<file path="config.mk">
export PLATFORM = sky130hd
export DESIGN_NAME = rfbp_front
export DESIGN_NICKNAME = d
export VERILOG_FILES = /design/src/rtl/core/rfbp_pkg.sv /design/src/rtl/core/rfbp_front.sv
export SDC_FILE = /design/constraint.sdc
export NUM_CORES = 1
export LEC_CHECK = 0
export BUFFER_PORTS_ARGS = -buffer_cell sky130_fd_sc_hd__buf_2
export CORE_MARGIN = 10
export CORE_UTILIZATION = 46
export DETAILED_ROUTE_END_ITERATION = 7
export HOLD_SLACK_MARGIN = 0.02
export PLACE_DENSITY = 0.83
export SLEW_MARGIN = 20
export SYNTH_ARGS = -nofsm -noshare
export SYNTH_HDL_FRONTEND = slang
export SYNTH_SLANG_ARGS = --single-unit
</file>
<file path="constraint.sdc">
create_clock -name clk -period 2.2 [get_ports clk]
set_clock_uncertainty 0.1 [all_clocks]
set_input_delay 0.44 -clock clk [delete_from_list [all_inputs] [get_ports clk]]
set_output_delay 0.44 -clock clk [all_outputs]
set_load 0.01 [all_outputs]
</file>
<file path="src/rtl/core/rfbp_pkg.sv">
package rfbp_pkg;

  // Fixed field widths of the request and result beats
  localparam int DATA_W = 32;
  localparam int LEN_W  = 7;
  localparam int IDX_W  = 10;

  // Request kinds
  typedef logic [1:0] op_t;
  localparam op_t OP_PUSH  = 2'd0;
  localparam op_t OP_POP   = 2'd1;
  localparam op_t OP_TPOP  = 2'd2;
  localparam op_t OP_FLUSH = 2'd3;

  // Request queue between front and back (power of two)
  localparam int QDEPTH = 2;
  localparam int QPW    = $clog2(QDEPTH);

  // Classified request as it travels from front to back
  typedef struct packed {
    op_t               op;
    logic [DATA_W-1:0] data;
    logic [LEN_W-1:0]  min_len;
    logic [LEN_W-1:0]  max_len;  // already limited to the burst size
  } req_t;

endpackage

</file>
<file path="src/rtl/core/rfbp_front.sv">
module rfbp_front import rfbp_pkg::*; #(
  parameter int MAX_BURST = 64
) (
  input  logic              clk,
  input  logic              rst,
  input  logic              in_valid,
  output logic              in_ready,
  input  logic [1:0]        req_type,
  input  logic [DATA_W-1:0] push_data,
  input  logic [LEN_W-1:0]  min_len,
  input  logic [LEN_W-1:0]  max_len,
  output logic              q_valid,
  input  logic              q_ready,
  output req_t              q_req
);

  localparam logic [LEN_W-1:0] BURST_LIM = LEN_W'(MAX_BURST);

  req_t             entries [QDEPTH];
  logic [QPW-1:0]   wr_ptr;
  logic [QPW-1:0]   rd_ptr;
  logic [QPW:0]     cnt;
  logic             push;
  logic             pop;
  req_t             req_in;

  // Classify the incoming beat and saturate the run length
  always_comb begin
    req_in.op      = op_t'(req_type);
    req_in.data    = push_data;
    req_in.min_len = min_len;
    req_in.max_len = (max_len > BURST_LIM) ? BURST_LIM : max_len;
  end

  assign in_ready = (cnt != (QPW+1)'(QDEPTH));
  assign q_valid  = (cnt != '0);
  assign q_req    = entries[rd_ptr];
  assign push     = in_valid && in_ready;
  assign pop      = q_valid && q_ready;

  // Queue storage
  always_ff @(posedge clk) begin
    if (push) begin
      entries[wr_ptr] <= req_in;
    end
  end

  // Queue pointers and occupancy
  always_ff @(posedge clk) begin
    if (rst) begin
      wr_ptr <= '0;
      rd_ptr <= '0;
      cnt    <= '0;
    end else begin
      if (push) begin
        wr_ptr <= wr_ptr + 1'b1;
      end
      if (pop) begin
        rd_ptr <= rd_ptr + 1'b1;
      end
      if (push && !pop) begin
        cnt <= cnt + 1'b1;
      end else if (pop && !push) begin
        cnt <= cnt - 1'b1;
      end
    end
  end

  a_cnt_bound: assert property (@(posedge clk) disable iff (rst)
    cnt <= (QPW+1)'(QDEPTH))
    else $error("request queue over capacity");

  a_ptr_gap: assert property (@(posedge clk) disable iff (rst)
    (cnt == '0) |-> (wr_ptr == rd_ptr))
    else $error("empty queue with mismatched pointers");

endmodule

</file>
Word-level counts from Yosys, hierarchy flattened
Memory sizes are Yosys's and may differ from the RTL's. A register that Yosys moved wholly into a read port is not among the register bits. Index checks and enable logic that the tools add are counted.

Memories: 1. Bits in writable memories: 96. Logic and storage cells: 25. Register bits: 4.

Reductions and logical operators: 8. Equality and inequality tests: 1. Multiplexer cells: 7. Magnitude comparators: 1. $add $sub $neg: 4.

Memory list: entries (depth 2, width 48, rd ports 1, clocked after memory_dff 1, write ports 1, line rfbp_front.sv:19) `req_t entries [QDEPTH];`.

Operator list (count): > comparator 7 bit, second input constant (1); 2-to-1 mux 7 bit (1); logical AND 1 bit (4); 2-to-1 mux 1 bit (4); 2-to-1 mux 2 bit (2); nonzero test 2 bit (2); adder 1 bit, second input constant (2); adder 2 x 1 -> 2 bit, second input constant (1); logical NOT 1 bit (2); != test 2 bit, second input constant (1); subtractor 2 x 1 -> 2 bit, second input constant (1).

Logic depth before layout (Yosys ltp)
Gate-level depths: netlist (run 1).

Depth after elaboration: 6. Gate-level depth with buffers: 6. Depth with buffers taken out: 6.

Least setup slack after synthesis (run 1)
No wires, ideal clock.

Path kind: reg2reg. Start point: register cnt[0]. End point: memory entries[1][0] (netlist name) (enable). Cell stages (with the launch flop): 3. Arrival: 1.832 ns. Slack: -0.143 ns. Path through: dfxtp_1 nand2b_1 and3_1.

Longest elaborated chain between the ends: 4.

Ends and longest elaborated chain: start: declaration (line rfbp_front.sv:22) `logic [QPW:0] cnt;`; start signal: assignment (line rfbp_front.sv:62) `cnt <= cnt + 1'b1;`; start signal: assignment (line rfbp_front.sv:64) `cnt <= cnt - 1'b1;`; != test 2 bit (line rfbp_front.sv:35) `assign in_ready = (cnt != (QPW+1)'(QDEPTH));`; named net in_ready (line rfbp_front.sv:7) `output logic in_ready,`; logical AND 1 bit (line rfbp_front.sv:38) `assign push = in_valid && in_ready;`; 2-to-1 mux 1 bit (line rfbp_front.sv:43) `if (push) begin`; 2-to-1 mux 1 bit (not written as such) (line rfbp_front.sv:44) `entries[wr_ptr] <= req_in;`; end: declaration (line rfbp_front.sv:19).

The timed path passes the listed nets, and every way through them passes these cells.

==> results by group, run 1 <==
Critical path
  – R2R Setup Slk: about 440 ps
  – Data required, critical path: between 1500 and 2000 ps
  – Critical path fanouts, max: between 40 and 50
  – Crit-path leading delay family: buffers and inverters
  – Crit path kind: flip-flop to output pin
  – Worst r2r dst: cnt[1]
  – Buffers & Inverters on Critical Path: 2
  – Worst r2r src: cnt[0]
  – CP max stage cell: mux2_2
  – Cells along the critical path: buf_12 > mux2_2 > buf_2
  – Critical Path AT: around 1500 ps
  – Worst Setup Start Kind: flip-flop
  – Crit end category: output pin
  – CP max stage delay: 380 ps
  – R2R cell count: 5

Yosys
  – Synth area leaders: edfxtp_1, mux2_2, dfxtp_1
  – Area leader, netlist: edfxtp_1
  – Mapped Avg Cell Area: a little over 20 sq um
  – Mapped Nets: approximately 230
  – Share of flip-flops with an asynchronous set or reset: 0
  – Seq/Total Area, Yosys: 0.802
  – Most common cell in the netlist: edfxtp_1
  – Post-synthesis cell type count: 20
  – Post-synth top cells: edfxtp_1, mux2_2, nor2b_1, dfxtp_1
  – Syn. warnings: 0
  – Yosys top cell area share: 0.775
  – Post-synthesis instance total: 180
  – Top_reg_cell synth: edfxtp_1
  – #FFs+latches synth: about 100
  – Post-synth EDFFs: 96
  – Mapped Area: about 0.0037 sq mm

Power
  – Int Pwr: 3560 uW
  – Clock share of power: 0.232
  – Switching share of power: 0.277
  – Max VDD drop: 0.822 mV
  – LEAKAGE: roughly 0.0017 uW
  – PD cells: 1080 mW/mm^2
  – Psw: between 1000 and 1500 uW
  – Sequential share of power: 0.503
  – Overall power: a little under 5000 uW
  – Combinational share of power: 0.265

Die
  – Std-Cell Rows: 32
  – DIE WIDTH: 110 microns
  – I/O pins: 102
  – Core area: 0.00781 sq mm
  – Die Y: 110 microns
  – Die Area: about 0.012 sq mm
  – Initial core utilization: 0.476

Min path
  – WHS Path Cells: 1
  – Hold path startpoint: min_len[1]
  – HP Class: primary input to flip-flop
  – WHS Endpoint: entries[0][8]

Layout
  – Layout fillers: between 600 and 700
  – Area added between synthesis and finish: 23.0%
  – Ant diodes: 0
  – Fin cells: between 300 and 400
  – Multi-input logic area: around 700 sq um
  – Net count, final: around 340
  – FF/Latch Area: approximately 0.003 sq mm
  – Final core occ: 0.586
  – Share of cells above drive strength 1: 0.585

STA
  – Final Max Slew Viols: 0
  – Relative slew slack: 0.788
  – Final Critical Period: between 2000 and 2500 ps
  – Worst-margin pin slew: between 300 and 400 ps
  – Final period utilization: 0.921
  – Setup WS post-layout: about 170 ps
  – Sum Neg Setup Slack: 0 ps
  – RSZ-0062 raised after global routing: false
  – Max Clock Freq: slightly below 500 MHz
  – Final setup fails: 0
  – Final hold violations: 0

Place
  – DPL Wire Length: roughly 4800 microns
  – GPL Wtd Cong: ~0.7
  – Pre-CTS setup slack: between 400 and 500 ps
  – Number of buffers added on ports: just over 100
  – DP Cell Count: 380

Clock network
  – Clock root cell: clkbuf_8
  – Num CTS Buffers: 9
  – Post-CTS Setup Bufs: 0
  – Htree depth: 3
  – CTS tree: yes
  – Cts hold-fix bufs: 0
  – CTS clock-pin slew for the worst setup and hold paths: around 100 ps
  – Clock Path Buffers: 2
  – Clock sinks: about 100
  – Clock insertion delay at the later pin of the skew report: 330 ps
  – Post-cts resize count: 0

GRT
  – Largest net degree at the start of global routing: between 40 and 50
  – Total gr overflow: 0
  – Vias in the first global route: around 2200
  – GRT Overall Usage: 0.114
  – First-pass GRT wire length: about 11000 microns
  – Initial antenna violation count: 1

Detailed routing
  – Number of DRC markers in iteration 0: 46
  – Total number of vias: between 1500 and 2000
  – Drc violations: 0
  – Pre-Repair DR Iteration Count: 4
  – Post-route ant nets: 0
  – Vias per cell: just under 5
  – Wire per inst: 17.7 microns
  – Final WL: between 7000 and 8000 microns

Outcome
  – Status: finished, final reports clean

Job
  – Max_cap viols: 0
-- routing by layer --
| metal | part of all wire | global-route usage | vias up | routed length (microns) |
|---|---|---|---|---|
| li1 | - | - | 917 | - |
| met3 | 0.093 | 0.0451 | 10 | 656 |
| met2 | 0.55 | 0.215 | 71 | 3830 |
| met1 | 0.35 | 0.109 | 945 | 2440 |
| met4 | 0.010 | 0.0446 | 2 | 70 |
| met5 | 0.0019 | 0 | - | 13 |
-- flip-flops by register name, indices dropped and copies added (netlist names), named ones only --
register	flops
rd_ptr	1
wr_ptr	1
cnt	2
entries	96
-- worst register-to-register path, delay by kind of cell (launching register included) --
kind            cells  cell delay [ps]
fa+ha+maj           1              320
flops               1              360
compound gates      1              160
simple gates        3              750
-- layout make-up --
| type | instances | share of cell area |
|---|---|---|
| repair buffers | 104 | 0.124 |
| inverters | 1 | 0.000820 |
| clock inverters | 6 | 0.0153 |
| multi-input cells | 72 | 0.153 |
| clock buffers | 10 | 0.0279 |
| well taps | 102 | 0.0279 |
| flip-flops and latches | 101 | 0.652 |
-- kinds of logic after synthesis --
| logic type | Yosys count | synth area share |
|---|---|---|
| AOI/OAI and AO/OA | 5 | 0.00807 |
| buffers and inverters | 7 | 0.0108 |
| muxes | 48 | 0.145 |
| and+or+nand+nor | 15 | 0.0236 |
| adders and majority gates | 1 | 0.00336 |
| xor gates and xnor gates | 3 | 0.00706 |
| DFF | 101 | 0.802 |
-- how the worst max path moves through the flow --
stage	depth (start not counted)	to	slack (ps)	start
final	3	q_req[13]	170	flip-flop
after global routing	3	q_req[21]	100	flip-flop
after CTS	3	q_req[21]	130	flip-flop
after detailed placement	5	cnt[1]	470	cnt[0]
after global placement	3	q_req[21]	530	flip-flop
after floorplan	3	entries[0][0]	30	cnt[0]
-- stage by stage --
step / instance area [sq um] / hold slack [ps]
after global routing: 4580 / 151
after floorplan: 3720 / 371
after detailed placement: 4380 / 404
after CTS: 4580 / 152
after global placement: 4380 / 385
final: 4580 / 174
-- layout by cell type, fill, tap and decap left out, drive strengths merged --
cell,n
a21bo,1
a21oi,2
and2,1
and3,1
buf,104
bufinv,1
clkbuf,10
clkinvlp,3
dfxtp,5
edfxtp,96
ha,1
inv,3
mux2,48
nand2b,1
nand3b,1
nor2,3
nor2b,6
o21ai,2
or2,1
or3,1
xor2,3
-- power by group through the flow --
stage	Clock [uW]	Combinational [uW]	Sequential, uW
floorplan	0	834	2500
global placement	0	1320	2500
detailed placement	0	1340	2530
CTS	1190	1360	2480
global route	1260	1430	2500
finish	1140	1310	2480
No activity file was read; power rests on OpenSTA's default activity.
==> run 2, diff against run 1 <==
- CORE_ASPECT_RATIO: not set -> 1.5
- CTS_CLUSTER_SIZE: not set -> 28
==> results by group, run 2 (synthesis gave the netlist of run 1 again) <==
Outcome
  – Status: finished, final reports clean (unchanged)

STA
  – Worst-margin pin slew: 405 ps (was 314 ps)
  – Max Clock Freq: 488 MHz (was 493 MHz)
  – Final setup fails: 0 (unchanged)
  – Final period utilization: 0.931 (was 0.921)
  – Final Critical Period: 2050 ps (was 2030 ps)
  – RSZ-0062 raised after global routing: false (unchanged)
  – Fin Hold WS: 192 ps (was 174 ps)
  – Sum Neg Setup Slack: 0 ps (unchanged)
  – Relative slew slack: 0.730 (was 0.788)
  – Setup WS post-layout: 153 ps (was 173 ps)
  – Final hold violations: 0 (unchanged)
  – Final Max Slew Viols: 0 (unchanged)

Layout
  – FF/Latch Area: 0.00298 sq mm (unchanged)
  – Ant diodes: 0 (unchanged)
  – Multi-input logic area: 698 sq um (unchanged)
  – Area added between synthesis and finish: 24.9% (was 23.0%)
  – Largest register FFs: 96 (unchanged)
  – Net count, final: 345 (was 342)
  – Layout fillers: 602 (was 619)
  – Largest Register: entries (unchanged)
  – Commonest non-fill, non-tap cell in the layout: buf_2 (unchanged)
  – Commonest cells after routing, fill and taps aside: buf_2, edfxtp_1, mux2_2 (unchanged)
  – Largest regs: entries: 96 flops, cnt: 2 flops (unchanged)
  – Share of cells above drive strength 1: 0.579 (was 0.585)

Min path
  – WHS Endpoint: entries[0][29] (was entries[0][8])
  – Hold path startpoint: push_data[15] (was min_len[1])
  – WHS Path Cells: 1 (unchanged)
  – HP Class: primary input to flip-flop (unchanged)

Place
  – Pre-CTS setup slack: 383 ps (was 470 ps)
  – GPL Wtd Cong: 0.731 (was 0.699)
  – DPL Wire Length: 5210 microns (was 4840 microns)
  – Number of buffers added on ports: 101 (unchanged)

Clock network
  – Post-CTS Setup Bufs: 0 (unchanged)
  – Post-cts resize count: 0 (unchanged)
  – CTS clock-pin slew for the worst setup and hold paths: 60 ps (was 100 ps)
  – Clock insertion delay at the later pin of the skew report: 330 ps (about the same)
  – Clock sinks: 101 (unchanged)
  – Clock Path Buffers: 2 (unchanged)
  – Cts hold-fix bufs: 0 (unchanged)
  – Clock root cell: clkbuf_16 (was clkbuf_8)
  – CTS tree: yes (unchanged)
  – Num CTS Buffers: 9 (unchanged)
  – Htree depth: 3 (unchanged)

Detailed routing
  – Post-route ant nets: 0 (unchanged)
  – Total number of vias: 1960 (was 1945)
  – Final WL: 7150 microns (was 7020 microns)
  – Pre-Repair DR Iteration Count: 7 (was 4)
  – Drc violations: 0 (unchanged)
  – Wire per inst: 17.8 microns (was 17.7 microns)
  – Number of DRC markers in iteration 0: 100 (was 46)
  – Vias per cell: 4.88 (was 4.91)

Power
  – PD cells: 1120 mW/mm^2 (was 1080 mW/mm^2)
  – LEAKAGE: 0.00175 uW (was 0.00170 uW)
  – Max VDD drop: 0.673 mV (was 0.822 mV)
  – Overall power: 5190 uW (was 4930 uW)

Critical path
  – Worst Setup Start Kind: flip-flop (unchanged)
  – Critical Path AT: 1510 ps (was 1490 ps)
  – Worst r2r src: cnt[0] (unchanged)
  – Data required, critical path: 1660 ps (about the same)
  – R2R cell count: 4 (was 5)
  – Crit end category: output pin (unchanged)
  – CP max stage cell: mux2_2 (unchanged)
  – CP max stage delay: 400 ps (was 380 ps)
  – Crit path kind: flip-flop to output pin (unchanged)
  – R2R Setup Slk: 380 ps (was 440 ps)
  – Crit-path leading delay family: buffers and inverters (unchanged)
  – Cells along the critical path: buf_4 > mux2_2 > buf_2 (was buf_12 > mux2_2 > buf_2)
  – Worst r2r dst: entries[0][19] (was cnt[1])
  – Critical path fanouts, max: 26 (was 48)
  – Buffers & Inverters on Critical Path: 2 (unchanged)

Die
  – I/O pins: 102 (unchanged)
  – Std-Cell Rows: 40 (was 32)
  – Initial core utilization: 0.467 (was 0.476)
  – DIE WIDTH: 93.4 microns (was 110 microns)
  – Core area: 0.00796 sq mm (was 0.00781 sq mm)
  – Die Y: 130 microns (was 110 microns)
  – Die Area: 0.0122 sq mm (was 0.0121 sq mm)

GRT
  – GRT Overall Usage: 0.119 (was 0.114)
  – Largest net degree at the start of global routing: 27 (was 49)
  – Initial antenna violation count: 1 (unchanged)
  – Vias in the first global route: 2224 (was 2234)
  – First-pass GRT wire length: 10900 microns (was 10600 microns)
  – Total gr overflow: 0 (unchanged)

Job
  – Max_cap viols: 0 (unchanged)
## run 2: cell types whose count changed in the layout (fill, tap and decap cells not counted), moves of 2 or more
cell,change
buf_12,-2
clkinvlp_4,-2
buf_4,+5
inv_6,-2
clkbuf_8,-8
clkbuf_16,+9
clkbuf_1,+3
## run 2: area by class of cell
| cell class | count | area share |
|---|---|---|
| clock buffers | 14 | 0.0547 |
| clock inverters | 2 | 0.00269 |
| inverters | 1 | 0.000808 |
| multi-input cells | 72 | 0.150 |
| flip-flops and latches | 101 | 0.642 |
| well taps | 105 | 0.0283 |
| repair buffers | 107 | 0.121 |
## run 2: where the power goes
part	internal (uW)	switching [uW]	total [uW]
registers	2410	72.8	2480
logic	620	689	1310
clock network	797	604	1400
total	3820	1370	5190
## run 2: how the worst max path moves through the flow
stage                     startpoint        endpoint  slack, ps  depth (start not counted)
after floorplan               cnt[0]   entries[0][0]         30                          3
after global placement        cnt[0]  entries[0][29]        450                          4
after detailed placement      cnt[0]  entries[0][30]        380                          4
after CTS                  flip-flop       q_req[20]        110                          3
after global routing       flip-flop       q_req[35]         70                          3
final                      flip-flop       q_req[35]        150                          3
## run 2: worst register-to-register path, stage by stage, from the launching register on
cell and delay [ps]:
dfxtp_1 410, nand2b_1 240, nand3b_1 140, inv_2 340, buf_4 290
## run 2: layer usage
layer  GRT usage  share of wire  up-vias
li1            -              -      925
met1       0.104           0.33      959
met2       0.225           0.58       60
met3      0.0420          0.061       16
met4      0.0719          0.028        0
met5           0              0        -
## run 2: metrics by stage
stage / std cells / instance area [sq um] / util
after floorplan: 180 / 3720 / -
after global placement: 386 / 4380 / 0.550
after detailed placement: 386 / 4380 / 0.550
after CTS: 402 / 4650 / 0.584
after global routing: 402 / 4650 / 0.584
final: 402 / 4650 / 0.584
==> run 3, diff against run 2 <==
- CORE_UTILIZATION: 46 -> 49
- PLACE_DENSITY: 0.83 -> 0.84
- clock period: 2.2 -> 1.9 ns (I/O delays scaled with it)
==> results by group, run 3 (synthesis gave the netlist of run 1 again) <==
Place
  – GPL Wtd Cong: 0.713 (was 0.731)
  – Number of buffers added on ports: 101 (unchanged)
  – Pre-CTS setup slack: 146 ps (was 383 ps)
  – DPL Wire Length: 5210 microns (about the same)
  – Placed Area: 0.00442 sq mm (was 0.00438 sq mm)

Clock network
  – Htree depth: 3 (unchanged)
  – Num CTS Buffers: 9 (unchanged)
  – CTS tree: yes (unchanged)
  – Clock insertion delay at the later pin of the skew report: 350 ps (was 330 ps)
  – Post-CTS Setup Bufs: 0 (unchanged)
  – CTS clock-pin slew for the worst setup and hold paths: 90 ps (was 60 ps)
  – Clock sinks: 101 (unchanged)
  – Clock root cell: clkbuf_8 (was clkbuf_16)
  – Clock Path Buffers: 2 (unchanged)
  – Cts hold-fix bufs: 0 (unchanged)

Critical path
  – R2R Setup Slk: 130 ps (was 380 ps)
  – Worst Setup Start Kind: flip-flop (unchanged)
  – Critical Path AT: 1440 ps (was 1510 ps)
  – Critical path fanouts, max: 14 (was 26)
  – Data required, critical path: 1420 ps (was 1660 ps)
  – R2R cell count: 5 (was 4)
  – Crit path kind: flip-flop to output pin (unchanged)
  – Crit end category: output pin (unchanged)
  – Worst r2r dst: cnt[1] (was entries[0][19])
  – Worst r2r src: cnt[0] (unchanged)

GRT
  – GRT Overall Usage: 0.123 (was 0.119)
  – GR peak layer: met2 (unchanged)
  – Total gr overflow: 0 (unchanged)
  – First-pass GRT wire length: 10900 microns (about the same)
  – Met3 Resource Use GR: 0.0496 (was 0.0420)
  – Met2 usage: 0.231 (was 0.225)
  – GRT met1 Usage: 0.105 (was 0.104)
  – Largest net degree at the start of global routing: 30 (was 27)
  – Vias in the first global route: 2191 (was 2224)
  – Initial antenna violation count: 3 (was 1)

Power
  – Sequential share of power: 0.468 (was 0.478)
  – Int Pwr: 4530 uW (was 3820 uW)
  – Combinational share of power: 0.317 (was 0.252)
  – Switching share of power: 0.268 (was 0.263)
  – PD cells: 1270 mW/mm^2 (was 1120 mW/mm^2)
  – Psw: 1660 uW (was 1370 uW)
  – Clock share of power: 0.216 (was 0.270)
  – LEAKAGE: 0.00186 uW (was 0.00175 uW)
  – Max VDD drop: 0.689 mV (was 0.673 mV)

STA
  – Relative slew slack: 0.801 (was 0.730)
  – Final setup fails: 15 (was 0)
  – Final hold violations: 0 (unchanged)
  – Worst-margin pin slew: 296 ps (was 405 ps)
  – Max Clock Freq: 522 MHz
  – Final period utilization: 1.01
  – Final Max Slew Viols: 0 (unchanged)
  – Setup WS post-layout: -17.4 ps (was 153 ps)
  – Final Critical Period: between 1500 and 2000 ps
  – RSZ-0062 raised after global routing: true (was false)

Min path
  – WHS Endpoint: entries[1][23] (was entries[0][29])
  – Hold path startpoint: push_data[9] (was push_data[15])
  – WHS Path Cells: 1 (unchanged)
  – HP Class: primary input to flip-flop (unchanged)

Layout
  – Fin area: 0.00488 sq mm (was 0.00465 sq mm)
  – Area added between synthesis and finish: 31.2% (was 24.9%)
  – Commonest non-fill, non-tap cell in the layout: edfxtp_1 (was buf_2)
  – Largest Register: entries (unchanged)
  – Commonest cells after routing, fill and taps aside: edfxtp_1, buf_2, mux2_2 (was buf_2, edfxtp_1, mux2_2)
  – Largest register FFs: 96 (unchanged)
  – Largest regs: entries: 96 flops, cnt: 2 flops (unchanged)
  – Share of cells above drive strength 1: 0.594 (was 0.579)
  – Net count, final: 346 (was 345)

Outcome
  – Status: complete, but fails checks (was finished, final reports clean)
  – Failing checks: setup timing

Die
  – Initial core utilization: 0.508 (was 0.467)
  – DIE WIDTH: 91.1 microns (was 93.4 microns)
  – I/O pins: 102 (unchanged)
  – Die Y: 127 microns (was 130 microns)
  – Std-Cell Rows: 38 (was 40)
  – Die Area: 0.0115 sq mm (was 0.0122 sq mm)
  – Core area: 0.00732 sq mm (was 0.00796 sq mm)

Detailed routing
  – Vias per cell: 4.94 (was 4.88)
  – Final WL: 7550 microns (was 7150 microns)
  – Post-route ant nets: 0 (unchanged)
  – Number of DRC markers in iteration 0: 78 (was 100)
  – Pre-Repair DR Iteration Count: 4 (was 7)
  – Drc violations: 0 (unchanged)
  – Wire per inst: 18.9 microns (was 17.8 microns)
  – Total number of vias: 1972 (was 1960)

Job
  – Max_cap viols: 0 (unchanged)
run 3: layout make-up:
cell class	instances	area (sq um)
antenna	1	2.50
clock buffer	12	155
clock inverter	4	47.5
fill	528	2440
inverter	1	7.51
multi-input combinational	72	776
sequential	101	2990
tap	100	125
timing repair buffer	108	782
run 3: power by group through the flow:
stage / logic (uW) / clock network (uW) / registers [uW]
after floorplan: 974 / 0 / 2890
after global routing: 2090 / 1440 / 2920
final: 1960 / 1330 / 2890
after CTS: 1620 / 1370 / 2880
after detailed placement: 1600 / 0 / 2930
after global placement: 1570 / 0 / 2900
run 3: critical path, cell delays in order, from the launching register on:
cell       delay [ps]
dfxtp_4           410
clkbuf_16         200
mux2_2            360
buf_6             120
run 3: metal layers:
metal / routed length [microns] / vias up
li1: - / 926
met1: 2590 / 971
met4: 197 / 2
met2: 4320 / 58
met5: 12 / -
met3: 422 / 15
run 3: timing repair:
item / in CTS / in global routing
endpoints found under the setup margin: 48 / 48
cloned: 0 / 1
resized for setup: 2 / 45
run 3: worst max-delay path by stage:
stage,startpoint,depth (start not counted),slack [ps],to
final,flip-flop,3,-20,q_req[43]
after global routing,flip-flop,3,-80,q_req[12]
after CTS,flip-flop,3,-50,q_req[27]
after detailed placement,cnt[0],5,150,cnt[1]
after global placement,cnt[0],5,240,cnt[1]
after floorplan,cnt[0],3,1,entries[0][0]
run 3: through the flow:
step / std cells / hold WS (ps) / utilization / setup TNS (ps) / total power [uW]
global route: 398 / 87.6 / 0.666 / -2240 / 6460
CTS: 397 / 90.5 / 0.632 / -1330 / 5870
detailed placement: 381 / 408 / 0.603 / 0 / 4530
floorplan: 180 / 349 / - / 0 / 3870
global placement: 381 / 388 / 0.603 / 0 / 4470
finish: 399 / 111 / 0.667 / -136 / 6180
